$ cat src/rtl/hmmv_pkg.sv
// ----------------------------------------------------------------------------
// hmmv_pkg
// Shared types, sizes and helpers for the hmm viterbi path decoder.
// ----------------------------------------------------------------------------
package hmmv_pkg;

    localparam int NUM_STATES  = 5;
    localparam int NUM_SYMBOLS = 32;
    localparam int MAX_STEPS   = 64;

    localparam int ST_W   = 3;
    localparam int SYM_W  = 5;
    localparam int COL_W  = 5;
    localparam int COST_W = 16;
    localparam int MET_W  = 24;
    localparam int TS_W   = 6;
    localparam int OP_W   = 2;
    localparam int CNT_W  = $clog2(MAX_STEPS + 1);
    localparam int SI_W   = $clog2(NUM_STATES);

    localparam int TR_DEPTH = NUM_STATES * NUM_STATES;
    localparam int EM_DEPTH = NUM_STATES * NUM_SYMBOLS;
    localparam int BP_DEPTH = MAX_STEPS * NUM_STATES;
    localparam int TR_AW    = $clog2(TR_DEPTH);
    localparam int EM_AW    = $clog2(EM_DEPTH);
    localparam int BP_AW    = $clog2(BP_DEPTH);

    localparam logic [COST_W-1:0] COST_INF   = '1;
    localparam logic [MET_W-1:0]  METRIC_MAX = '1;

    typedef enum logic [OP_W-1:0] {
        OP_WR_TRANS = 2'd0,
        OP_WR_EMIT  = 2'd1,
        OP_WR_INIT  = 2'd2,
        OP_OBSERVE  = 2'd3
    } op_t;

    typedef enum logic [3:0] {
        S_IDLE,
        S_EMIT_RD,
        S_ACS_RD,
        S_ACS,
        S_ACS_DONE,
        S_BEST,
        S_BT_RD,
        S_BT_OUT,
        S_BT_WAIT
    } state_t;

    // saturating cost add: metric plus table cost
    function automatic logic [MET_W-1:0] add_cost(input logic [MET_W-1:0] m,
                                                  input logic [COST_W-1:0] c);
        logic [MET_W:0] s;
        s = {1'b0, m} + {{(MET_W + 1 - COST_W){1'b0}}, c};
        if (m == METRIC_MAX || c == COST_INF || s >= {1'b0, METRIC_MAX})
            return METRIC_MAX;
        return s[MET_W-1:0];
    endfunction

endpackage

$ cat src/rtl/hmmv_ram.sv
// ----------------------------------------------------------------------------
// hmmv_ram
// Generic single write port ram with registered read.
// ----------------------------------------------------------------------------
module hmmv_ram #(
    parameter int WIDTH = 16,
    parameter int DEPTH = 32
) (
    input  logic                     aclk,
    input  logic                     we,
    input  logic [$clog2(DEPTH)-1:0] waddr,
    input  logic [WIDTH-1:0]         wdata,
    input  logic [$clog2(DEPTH)-1:0] raddr,
    output logic [WIDTH-1:0]         rdata
);
    logic [WIDTH-1:0] mem [DEPTH];

    always_ff @(posedge aclk) begin
        if (we) begin
            mem[waddr] <= wdata;
        end
        rdata <= mem[raddr];
    end
endmodule

$ cat src/rtl/hmm_viterbi_path_decoder.sv
// ----------------------------------------------------------------------------
// hmm_viterbi_path_decoder
// Log domain viterbi decoder with one shared add-compare-select unit.
// ----------------------------------------------------------------------------
//  channel  | direction | ports
//  s_       | in        | op, row_state, column, cost, symbol, last_symbol
//  m_       | out       | time_step, best_state, path_cost, last
//
//  an observation runs state-wise emission reads after the word, then a transition
//  read and an acs step per predecessor and one select per state, then the best state
//  pick; the first step of a run uses one init cost step per state instead of these
//  backtrace passes S_BT_OUT, S_BT_RD and S_BT_WAIT per path word, waiting for m_ready
//  reset clears the sequencer, step count, path metrics and emission capture flag only
//  s_ready is low while an observation or backtrace is in progress
module hmm_viterbi_path_decoder
    import hmmv_pkg::*;
(
    input  logic              aclk,
    input  logic              aresetn,
    input  logic              s_valid,
    output logic              s_ready,
    input  logic [OP_W-1:0]   s_op,
    input  logic [ST_W-1:0]   s_row_state,
    input  logic [COL_W-1:0]  s_column,
    input  logic [COST_W-1:0] s_cost,
    input  logic [SYM_W-1:0]  s_symbol,
    input  logic              s_last_symbol,
    output logic              m_valid,
    input  logic              m_ready,
    output logic [TS_W-1:0]   m_time_step,
    output logic [ST_W-1:0]   m_best_state,
    output logic [MET_W-1:0]  m_path_cost,
    output logic              m_last
);
    state_t state_reg, state_next;

    logic [MET_W-1:0]  pm_reg [NUM_STATES];
    logic [MET_W-1:0]  nx_reg [NUM_STATES];
    logic [COST_W-1:0] init_reg [NUM_STATES];   // tiny table, fixed reads
    logic [COST_W-1:0] emit_reg [NUM_STATES];
    logic [CNT_W-1:0]  cnt_reg;                 // step count
    logic [SI_W-1:0]   i_reg, j_reg;
    logic [MET_W-1:0]  min_reg;
    logic [SI_W-1:0]   arg_reg;
    logic [SYM_W-1:0]  sym_reg;
    logic              fin_reg;
    logic [TS_W-1:0]   t_reg;
    logic [SI_W-1:0]   q_reg;
    logic [MET_W-1:0]  best_reg;

    // table write decode
    logic s_acc;
    assign s_acc = s_valid && s_ready;
    logic row_ok;
    assign row_ok = {1'b0, s_row_state} < (ST_W + 1)'(NUM_STATES);

    logic tr_we, em_we;
    assign tr_we = s_acc && s_op == OP_WR_TRANS && row_ok
                   && {1'b0, s_column} < (COL_W + 1)'(NUM_STATES);
    assign em_we = s_acc && s_op == OP_WR_EMIT && row_ok
                   && {1'b0, s_column} < (COL_W + 1)'(NUM_SYMBOLS);

    logic [TR_AW-1:0] tr_waddr, tr_raddr;
    logic [EM_AW-1:0] em_waddr, em_raddr;
    logic [COST_W-1:0] tr_rdata, em_rdata;
    assign tr_waddr = TR_AW'(s_row_state * NUM_STATES + s_column);
    assign em_waddr = EM_AW'(s_row_state * NUM_SYMBOLS + s_column);

    hmmv_ram #(.WIDTH(COST_W), .DEPTH(TR_DEPTH)) u_trans (
        .aclk(aclk), .we(tr_we), .waddr(tr_waddr), .wdata(s_cost),
        .raddr(tr_raddr), .rdata(tr_rdata)
    );
    hmmv_ram #(.WIDTH(COST_W), .DEPTH(EM_DEPTH)) u_emit (
        .aclk(aclk), .we(em_we), .waddr(em_waddr), .wdata(s_cost),
        .raddr(em_raddr), .rdata(em_rdata)
    );

    // backpointer store
    logic             bp_we;
    logic [BP_AW-1:0] bp_waddr, bp_raddr;
    logic [ST_W-1:0]  bp_rdata;
    logic [TS_W-1:0]  t_cur;
    assign t_cur    = cnt_reg[TS_W-1:0];
    assign bp_waddr = BP_AW'(t_cur * NUM_STATES + j_reg);
    assign bp_raddr = BP_AW'(t_reg * NUM_STATES + q_reg);

    hmmv_ram #(.WIDTH(ST_W), .DEPTH(BP_DEPTH)) u_bp (
        .aclk(aclk), .we(bp_we), .waddr(bp_waddr), .wdata(ST_W'(arg_reg)),
        .raddr(bp_raddr), .rdata(bp_rdata)
    );

    // emission read walks states, acs reads transition[i][j]
    assign tr_raddr = TR_AW'(i_reg * NUM_STATES + j_reg);
    assign em_raddr = EM_AW'(j_reg * NUM_SYMBOLS + sym_reg);

    // shared add-compare-select unit
    logic [MET_W-1:0] acs_sum;
    assign acs_sum = add_cost(pm_reg[i_reg], tr_rdata);

    logic last_i, last_j, first_step;
    assign last_i     = i_reg == SI_W'(NUM_STATES - 1);
    assign last_j     = j_reg == SI_W'(NUM_STATES - 1);
    assign first_step = cnt_reg == '0;

    logic sym_ok;
    assign sym_ok = {1'b0, sym_reg} < (SYM_W + 1)'(NUM_SYMBOLS);

    always_ff @(posedge aclk) begin
        if (!aresetn) begin
            state_reg <= S_IDLE;
        end else begin
            state_reg <= state_next;
        end
    end

    always_comb begin
        state_next = state_reg;
        s_ready    = 1'b0;
        m_valid    = 1'b0;
        bp_we      = 1'b0;
        unique case (state_reg)
            S_IDLE: begin
                s_ready = 1'b1;
                if (s_valid && s_op == OP_OBSERVE) begin
                    state_next = S_EMIT_RD;
                end
            end
            S_EMIT_RD: begin
                // read in flight for j_reg, capture next cycle
                if (last_j) begin
                    state_next = S_ACS_RD;
                end
            end
            S_ACS_RD: state_next = S_ACS;
            S_ACS: begin
                if (last_i || first_step) begin
                    state_next = S_ACS_DONE;
                end else begin
                    state_next = S_ACS_RD;
                end
            end
            S_ACS_DONE: begin
                bp_we = 1'b1;
                if (last_j) begin
                    state_next = S_BEST;
                end else begin
                    state_next = S_ACS_RD;
                end
            end
            S_BEST: begin
                // count still holds this step's index, full once it is the last slot
                if (fin_reg || cnt_reg == CNT_W'(MAX_STEPS - 1)) begin
                    state_next = S_BT_OUT;
                end else begin
                    state_next = S_IDLE;
                end
            end
            S_BT_OUT: begin
                m_valid = 1'b1;
                if (m_ready) begin
                    state_next = (t_reg == '0) ? S_IDLE : S_BT_RD;
                end
            end
            S_BT_RD:   state_next = S_BT_WAIT;
            S_BT_WAIT: state_next = S_BT_OUT;
            default:   state_next = S_IDLE;
        endcase
    end

    // init table in flops, five fixed entries
    always_ff @(posedge aclk) begin
        if (s_acc && s_op == OP_WR_INIT && row_ok) begin
            init_reg[SI_W'(s_row_state)] <= s_cost;
        end
    end

    // best final state search is a small fixed compare chain
    logic [SI_W-1:0]  fbest;
    logic [MET_W-1:0] fmin;
    always_comb begin
        fbest = '0;
        fmin  = nx_reg[0];
        for (int k = 1; k < NUM_STATES; k++) begin
            if (nx_reg[k] < fmin) begin
                fmin  = nx_reg[k];
                fbest = SI_W'(k);
            end
        end
    end

    always_ff @(posedge aclk) begin
        if (!aresetn) begin
            cnt_reg <= '0;
            for (int k = 0; k < NUM_STATES; k++) begin
                pm_reg[k] <= '0;
            end
        end else begin
            unique case (state_reg)
                S_IDLE: begin
                    if (s_valid && s_op == OP_OBSERVE) begin
                        sym_reg <= s_symbol;
                        fin_reg <= s_last_symbol;
                        j_reg   <= '0;
                        i_reg   <= '0;
                        if (cnt_reg >= CNT_W'(MAX_STEPS)) begin
                            cnt_reg <= '0;
                        end
                    end
                end
                S_EMIT_RD: begin
                    j_reg <= last_j ? '0 : j_reg + 1'b1;
                end
                S_ACS_RD: ;
                S_ACS: begin
                    if (first_step) begin
                        min_reg <= add_cost('0, init_reg[j_reg]);
                        arg_reg <= '0;
                    end else if (i_reg == '0 || acs_sum < min_reg) begin
                        min_reg <= acs_sum;
                        arg_reg <= i_reg;
                    end
                    i_reg <= (last_i || first_step) ? '0 : i_reg + 1'b1;
                end
                S_ACS_DONE: begin
                    nx_reg[j_reg] <= add_cost(min_reg, emit_reg[j_reg]);
                    j_reg <= last_j ? '0 : j_reg + 1'b1;
                end
                S_BEST: begin
                    cnt_reg <= cnt_reg + 1'b1;
                    t_reg   <= t_cur;
                    q_reg   <= fbest;
                    best_reg <= fmin;
                    for (int k = 0; k < NUM_STATES; k++) begin
                        pm_reg[k] <= nx_reg[k];
                    end
                end
                S_BT_OUT: begin
                    if (m_ready) begin
                        if (t_reg == '0) begin
                            cnt_reg <= '0;
                            for (int k = 0; k < NUM_STATES; k++) begin
                                pm_reg[k] <= '0;
                            end
                        end
                    end
                end
                S_BT_RD: ;
                S_BT_WAIT: begin
                    // bp read of step t, then move to t-1
                    q_reg <= ({1'b0, bp_rdata} < (ST_W + 1)'(NUM_STATES))
                             ? SI_W'(bp_rdata) : '0;
                    t_reg <= t_reg - 1'b1;
                end
                default: ;
            endcase
        end
    end

    // emission capture in the cycle after each read
    logic [SI_W-1:0] ej_reg;
    logic            ecap_reg;
    always_ff @(posedge aclk) begin
        if (!aresetn) begin
            ecap_reg <= 1'b0;
        end else begin
            ecap_reg <= state_reg == S_EMIT_RD;
        end
        ej_reg <= j_reg;
        if (ecap_reg) begin
            emit_reg[ej_reg] <= sym_ok ? em_rdata : COST_INF;
        end
    end

    assign m_time_step  = t_reg;
    assign m_best_state = ST_W'(q_reg);
    assign m_path_cost  = best_reg;
    assign m_last       = t_reg == '0;
endmodule
$ cat config.mk
export PLATFORM = sky130hd
export DESIGN_NAME = hmm_viterbi_path_decoder
export DESIGN_NICKNAME = d
export VERILOG_FILES = /design/src/rtl/hmmv_pkg.sv /design/src/rtl/hmmv_ram.sv /design/src/rtl/hmm_viterbi_path_decoder.sv
export SDC_FILE = /design/constraint.sdc
export NUM_CORES = 2
export LEC_CHECK = 0
export BUFFER_PORTS_ARGS = -buffer_cell sky130_fd_sc_hd__clkbuf_2
export CAP_MARGIN = 40
export CELL_PAD_IN_SITES_DETAIL_PLACEMENT = 0
export CELL_PAD_IN_SITES_GLOBAL_PLACEMENT = 1
export CORE_MARGIN = 4
export CORE_UTILIZATION = 55
export CTS_BUF_LIST = sky130_fd_sc_hd__clkbuf_8
export CTS_CLUSTER_DIAMETER = 50
export DETAILED_ROUTE_END_ITERATION = 16
export PLACE_DENSITY = 0.74
export SLEW_MARGIN = 10
export SYNTH_ARGS = -nofsm -noshare
export SYNTH_HDL_FRONTEND = slang
export SYNTH_MEMORY_MAX_BITS = 65536
export SYNTH_SLANG_ARGS = --single-unit
$ cat constraint.sdc
create_clock -name aclk -period 9.78 [get_ports aclk]
set_clock_uncertainty 0.2 [all_clocks]
set_input_delay 0.978 -clock aclk [delete_from_list [all_inputs] [get_ports aclk]]
set_output_delay 0.978 -clock aclk [all_outputs]
set_load 0.02 [all_outputs]
# [Word level (Yosys, flattened, before mapping)]
# Memory sizes are Yosys's and may differ from the RTL's. A register that Yosys moved wholly into a read port is not among the register bits.
# Index checks and enable logic that the tools add are counted.
[word_totals] output_inout_bits=36 elab_cells=203 input_bits=36 register_bits=87 mem_count=7 ramBits=4320
[mem_list] memory="u_emit.mem" depth=160 word_bits=16 rd=1 rd_ports_with_merged_regs=1 write_ports=1 line="hmmv_ram.sv:16" rtl="logic [WIDTH-1:0] mem [DEPTH];"
[mem_list] memory="u_bp.mem" depth=320 word_bits=3 rd=1 rd_ports_with_merged_regs=1 write_ports=1 line="hmmv_ram.sv:16"
[mem_list] memory="u_trans.mem" depth=25 word_bits=16 rd=1 rd_ports_with_merged_regs=1 write_ports=1 line="hmmv_ram.sv:16"
[mem_list] memory="nx_reg" depth=5 word_bits=24 rd=5 rd_ports_with_merged_regs=0 write_ports=1 line="hmm_viterbi_path_decoder.sv:38" rtl="logic [MET_W-1:0] nx_reg [NUM_STATES];"
[mem_list] memory="pm_reg" depth=5 word_bits=24 rd=1 rd_ports_with_merged_regs=1 write_ports=5 line="hmm_viterbi_path_decoder.sv:37" rtl="logic [MET_W-1:0] pm_reg [NUM_STATES];"
[mem_list] memory="emit_reg" depth=5 word_bits=16 rd=1 rd_ports_with_merged_regs=1 write_ports=1 line="hmm_viterbi_path_decoder.sv:40" rtl="logic [COST_W-1:0] emit_reg [NUM_STATES];"
[mem_list] memory="1 more memories"
[op_classes] reduce_logical=36 mul=4 n_addsub=12 bitwise_logic=10 magnitude_cmp=12 eq_ne=24 muxes=85
[op_table] op="$mux 24" count=24
[op_table] op="$lt 24x24->1" count=5
[op_table] op="$add 24x16->25" count=2
[op_table] op="$ge 25x24->1 const B" count=2
[op_table] op="$eq 16x16->1 const B" count=3
[op_table] op="$eq 24x24->1 const B" count=2
[op_table] op="$mux 3" count=15
[op_table] op="$pmux 4 s9" count=1
[op_table] op="$mux 1" count=33
[op_table] op="$mux 7" count=4
[op_table] op="$ge 16x24->1 const B" count=1
[op_table] op="$pmux 7 s3" count=1
[op_table] op="$add 9x3->9" count=2
[op_table] op="$mul 6x3->9 const B" count=2
[op_table] op="$pmux 3 s2" count=3
[op_table] op="$add 8x5->8" count=2
[op_table] op="$eq 4x3->1 const B" count=4
[op_table] op="$reduce_and 3->1" count=5
[op_table] op="$mux 4" count=3
[op_table] op="$pmux 6 s2" count=1
[op_table] op="$mul 3x3->5 const B" count=2
[op_table] op="$ne 2x2->1 const B" count=5
[op_table] op="$or 1x1->1" count=10
[op_table] op="$logic_and 1x1->1" count=9
[op_table] op="26 further kinds" count=42

# [Longest topological paths before layout]
# An unclocked memory read counts as a cell.
[depth] ltp_word=10 depth_mapped=47 mapped_depth_nobuf=41

# [Cells and area by module]
# A second synthesis with hierarchy kept.
[unflattened] hier_cells=9346 hier_area_um2=179589.7
[modules_own_cells] mod="hmmv_ram (u_emit)" n_inst=1 seq_area_each_um2=77194.0 area_each_um2=99003.7 cells_each=4422
[modules_own_cells] mod="hmmv_ram (u_bp)" n_inst=1 seq_area_each_um2=28887.7 area_each_um2=38574.5 cells_each=2104
[modules_own_cells] mod="hmm_viterbi_path_decoder" n_inst=1 seq_area_each_um2=14594.0 area_each_um2=26055.0 cells_each=2037
[modules_own_cells] mod="hmmv_ram (u_trans)" n_inst=1 seq_area_each_um2=12331.8 area_each_um2=15956.6 cells_each=783

# [Worst setup path before layout]
# No wires, ideal clock.
[synth_path] path_kind="register -> register" start="memory nx_reg[1][22]" end="register best_reg[0] (netlist: m_path_cost[0]), data pin" path_stages_with_launch=44 setup_time_ns=0.260 required_ns=9.320 t_arrival_ns=8.558 period_less_slack_ns=9.018 path_slack_ns=0.762 path_buffers=5 path_cell_list="edfxtp_1 > ha_1 > a21oi_1 > nand2_1 > a221o_1 > a31o_1 > nor2_2 > clkbuf_1 > clkbuf_1 > nor2_1 > a21oi_1 > ha_1 > and4_1 > nor3b_1 > a211oi_1 > o21ai_0 > a22o_1 > a21oi_1 > (+8 left out) > a21oi_1 > a2111oi_0 > a21oi_1 > a21oi_4 > buf_8 > mux2i_1 > ha_1 > a21o_1 > a21o_1 > a21o_1 > a21o_1 > a21o_1 > a21o_1 > a21oi_1 > or3_1 > o2111ai_1 > a31oi_4 > mux2_2"
[synth_lines] element="from (decl)" line="hmm_viterbi_path_decoder.sv:38"
[synth_lines] element="to (signal assigned)" line="hmm_viterbi_path_decoder.sv:232" rtl="best_reg <= fmin;"
[synth_lines] element="to (decl)" line="hmm_viterbi_path_decoder.sv:49" rtl="logic [MET_W-1:0] best_reg;"

==> reports/qor.csv <==
metric,value,unit
finalCriticalPeriod,9.26,ns
cp-end-kind,register,
min_to,u_emit.mem[50][8]$_DFFE_PP_,
grt_pass1_wl,634000,µm
clk_pin_slew,0.07,ns
cpMostUsedCell,a21o_1,
hold_viol_final,0,
dpl.hpwl,261000,µm
synth-edff-count,4392,
critPathRequiredTime,10.62,ns
r2r_end,m_path_cost[2]$_DFFE_PP_,
crit_family,compound AO/OA/AOI/OAI gates,
total_power,36.7,mW
rsz0062_at_grt,no,
r2r_cells,43,
worst_path_max_delay_cell,edfxtp_1,
drt_iter0_drc,10700,
multi_input_area,42700,µm²
antenna_left,0,
die_w,576,µm
largest_reg_flops,2560,
overflow,0,
drc,0,
vias_per_cell,6.31,
setup_viol,0,
worstPathArrival,10.11,ns
wl_per_cell,31.0,µm
seq_area_frac_synth,74.9,%
grt_usage,26.2,%
ys_ff_latch,4448,
row_count,208,
r2r_setup_slack,0.52,ns
worstSetupPathType,reg -> reg,
h-tree-depth,6,
yosysWarningCount,0,
critPathMaxStageDelay,0.42,ns
top_level_ports,72,
top_register,u_emit.mem,
seqCellArea,133000,µm²
fmax,108,MHz
p_per_area,184,nW/µm²
fillers,22100,
largestRegisters,"u_emit.mem (2560), u_bp.mem (960), u_trans.mem (400)",
syn_to_final_growth,12.2,%
dieHeight,576,µm
tns,0,ns
hold_path_class,in -> reg,
maxCapViolations,0,
r2r-start,nx_reg[1][7]$_DFFE_PP_,
tightest_slew,1.10,ns
avgSynthCellArea,21.2,µm²
cts_tree,done,
ys_types,80,
floorplan.die_area,332000,µm²
critPathMaxFanout,34,
cts_buffers,696,
nets,9394,
period_share,94.7,%
place.gp.congestion,0.847,
p_leak,65.7,nW
core_region_area,321000,µm²
holdPathStages,1,
slew_headroom,26.4,%
synth_top_area_share,74.2,%
critPathLaunchType,register,
maxSlewViolCount,0,
min-delay-start,s_cost[8],
postRouteWirelength,435000,µm
ir_drop,0.182,mV
routed-via-count,88300,
first_pass_iters,6,
whs,0.0657,ns
root_buffer,clkbuf_8,
cts_buffer_depth,4,
ys.flop_type,edfxtp_1,
path_buf_inv,5,
drive_above_1_share,28.8,%
worstSkewPairLatency,1.21,ns
async_flop_share,0,%
port_buffers,71,
grt_max_degree,229,
grt_pass1_vias,90000,
status,finished clean,
syn-num-nets,8648,
synth_largest_area_cell,edfxtp_1,
antenna_found_initial,23,
synthTopCellsByArea,"edfxtp_1 (74%), mux4_2 (16%), ha_1 (1.4%), nor2_1 (1.4%), mux2i_1 (0.96%)",
clock_sinks,4448,
syn_area,178000,µm²
postSynthCellCount,8400,
initial_core_util,55.3,%
## worst max path at each step
stage                     cells after the start               startpoint                         to  slack (ns)
after floorplan                              43  nx_reg[1][22]$_DFFE_PP_   m_path_cost[0]$_DFFE_PP_        0.76
after global placement                       38   nx_reg[1][7]$_DFFE_PP_  m_best_state[2]$_DFFE_PP_        0.21
after detailed placement                     38   nx_reg[1][7]$_DFFE_PP_  m_best_state[2]$_DFFE_PP_        0.11
after CTS                                    38   nx_reg[1][7]$_DFFE_PP_  m_best_state[2]$_DFFE_PP_        0.12
after global routing                         44   nx_reg[1][7]$_DFFE_PP_   m_path_cost[2]$_DFFE_PP_       0.003
final                                        43   nx_reg[1][7]$_DFFE_PP_   m_path_cost[2]$_DFFE_PP_        0.52
## worst register-to-register path, delay by kind of cell (launching register included)
kind | cells | cell delay, ns
AOI/OAI and AO/OA | 24 | 4.69
muxes | 3 | 0.87
and+or+nand+nor | 7 | 0.87
buffers and inverters | 5 | 0.85
adders and majority gates | 4 | 1.22
DFF | 1 | 0.42
## final cells by class
| type | instances | share of cell area (%) |
|---|---|---|
| Tap cell | 4305 | 2.70 |
| Timing Repair Buffer | 490 | 2.42 |
| Sequential cell | 4448 | 66.7 |
| Clock buffer | 711 | 4.91 |
| Clock inverter | 533 | 1.49 |
| Multi-Input combinational cell | 3354 | 21.4 |
| Inverter | 156 | 0.294 |
| Antenna cell | 11 | 0.0138 |
## through the flow
step | instance area, µm² | utilization (%) | setup slack, ns | cells
floorplan | 178000 | - | 0.762 | 8400
global placement | 185000 | 57.5 | 0.215 | 12600
detailed placement | 186000 | 57.9 | 0.114 | 12700
CTS | 199000 | 61.9 | 0.119 | 14000
global route | 199000 | 62.0 | 0.00317 | 14000
finish | 199000 | 62.0 | 0.516 | 14000
## synthesized netlist by cell type (all sizes together) (7+ instances only)
cell    count
nor3       19
edfxtp   4392
nand3      37
a21oi     132
a31oi       7
a21o       48
or3        24
nand4      37
nor3b       8
clkbuf    287
o21ai      84
o21a       13
mux2       57
and2       11
dfxtp      56
nand2b     19
inv       155
xnor2      43
and3      131
o21bai     11
buf       155
mux2i     171
nand2     187
nor4       14
xor2       28
fa          7
ha        205
nor2b      17
o22ai      23
mux4     1287
nor2      654
## report_power, final
part	total [mW]	switching, mW	leakage, nW	internal [mW]
sequential	21.0	0.0350	40.4	20.9
clock	14.5	7.25	7.40	7.24
combinational	1.21	0.792	18.0	0.414
## layout by cell type (no fill, tap or decap), drive strengths merged, types with 43 or more instances in the layout
cell,count
xnor2,43
clkinv,241
mux2,57
and3,131
clkbuf,766
o21ai,84
edfxtp,4392
mux2i,171
nand2,187
ha,205
nor2,654
mux4,1287
a21o,48
inv,420
a21oi,132
buf,413
dfxtp,56
## metal layers
metal | vias to the layer above | share of wire [%] | GRT usage, %
li1 | 36400 | - | -
met5 | - | 0.0078 | 0
met1 | 46900 | 40 | 37.5
met3 | 769 | 8.1 | 4.42
met4 | 6 | 3.3 | 8.86
met2 | 4232 | 49 | 41.7
## kinds of logic (layout without fill, tap and decap cells)
group	count (synthesis)	count (layout)	share of synthesized area, %
compound gates	379	379	1.34
other cells	0	11	0
flops	4448	4448	74.9
simple gates	1177	1177	2.95
fa+ha+maj	212	212	1.52
mux	1515	1515	17.6
buf+inv	598	1890	1.34
xor+xnor	71	71	0.350
## timing repair
| item | CTS | global route |
|---|---|---|
| setup buffers | 0 | 2 |
| hold buffers | 16 | 5 |
| resized for setup | 0 | 15 |
| hold endpoints to repair | 256 | 49 |
| setup endpoints to repair | 0 | 27 |
Power figures use the tool's default switching activity.
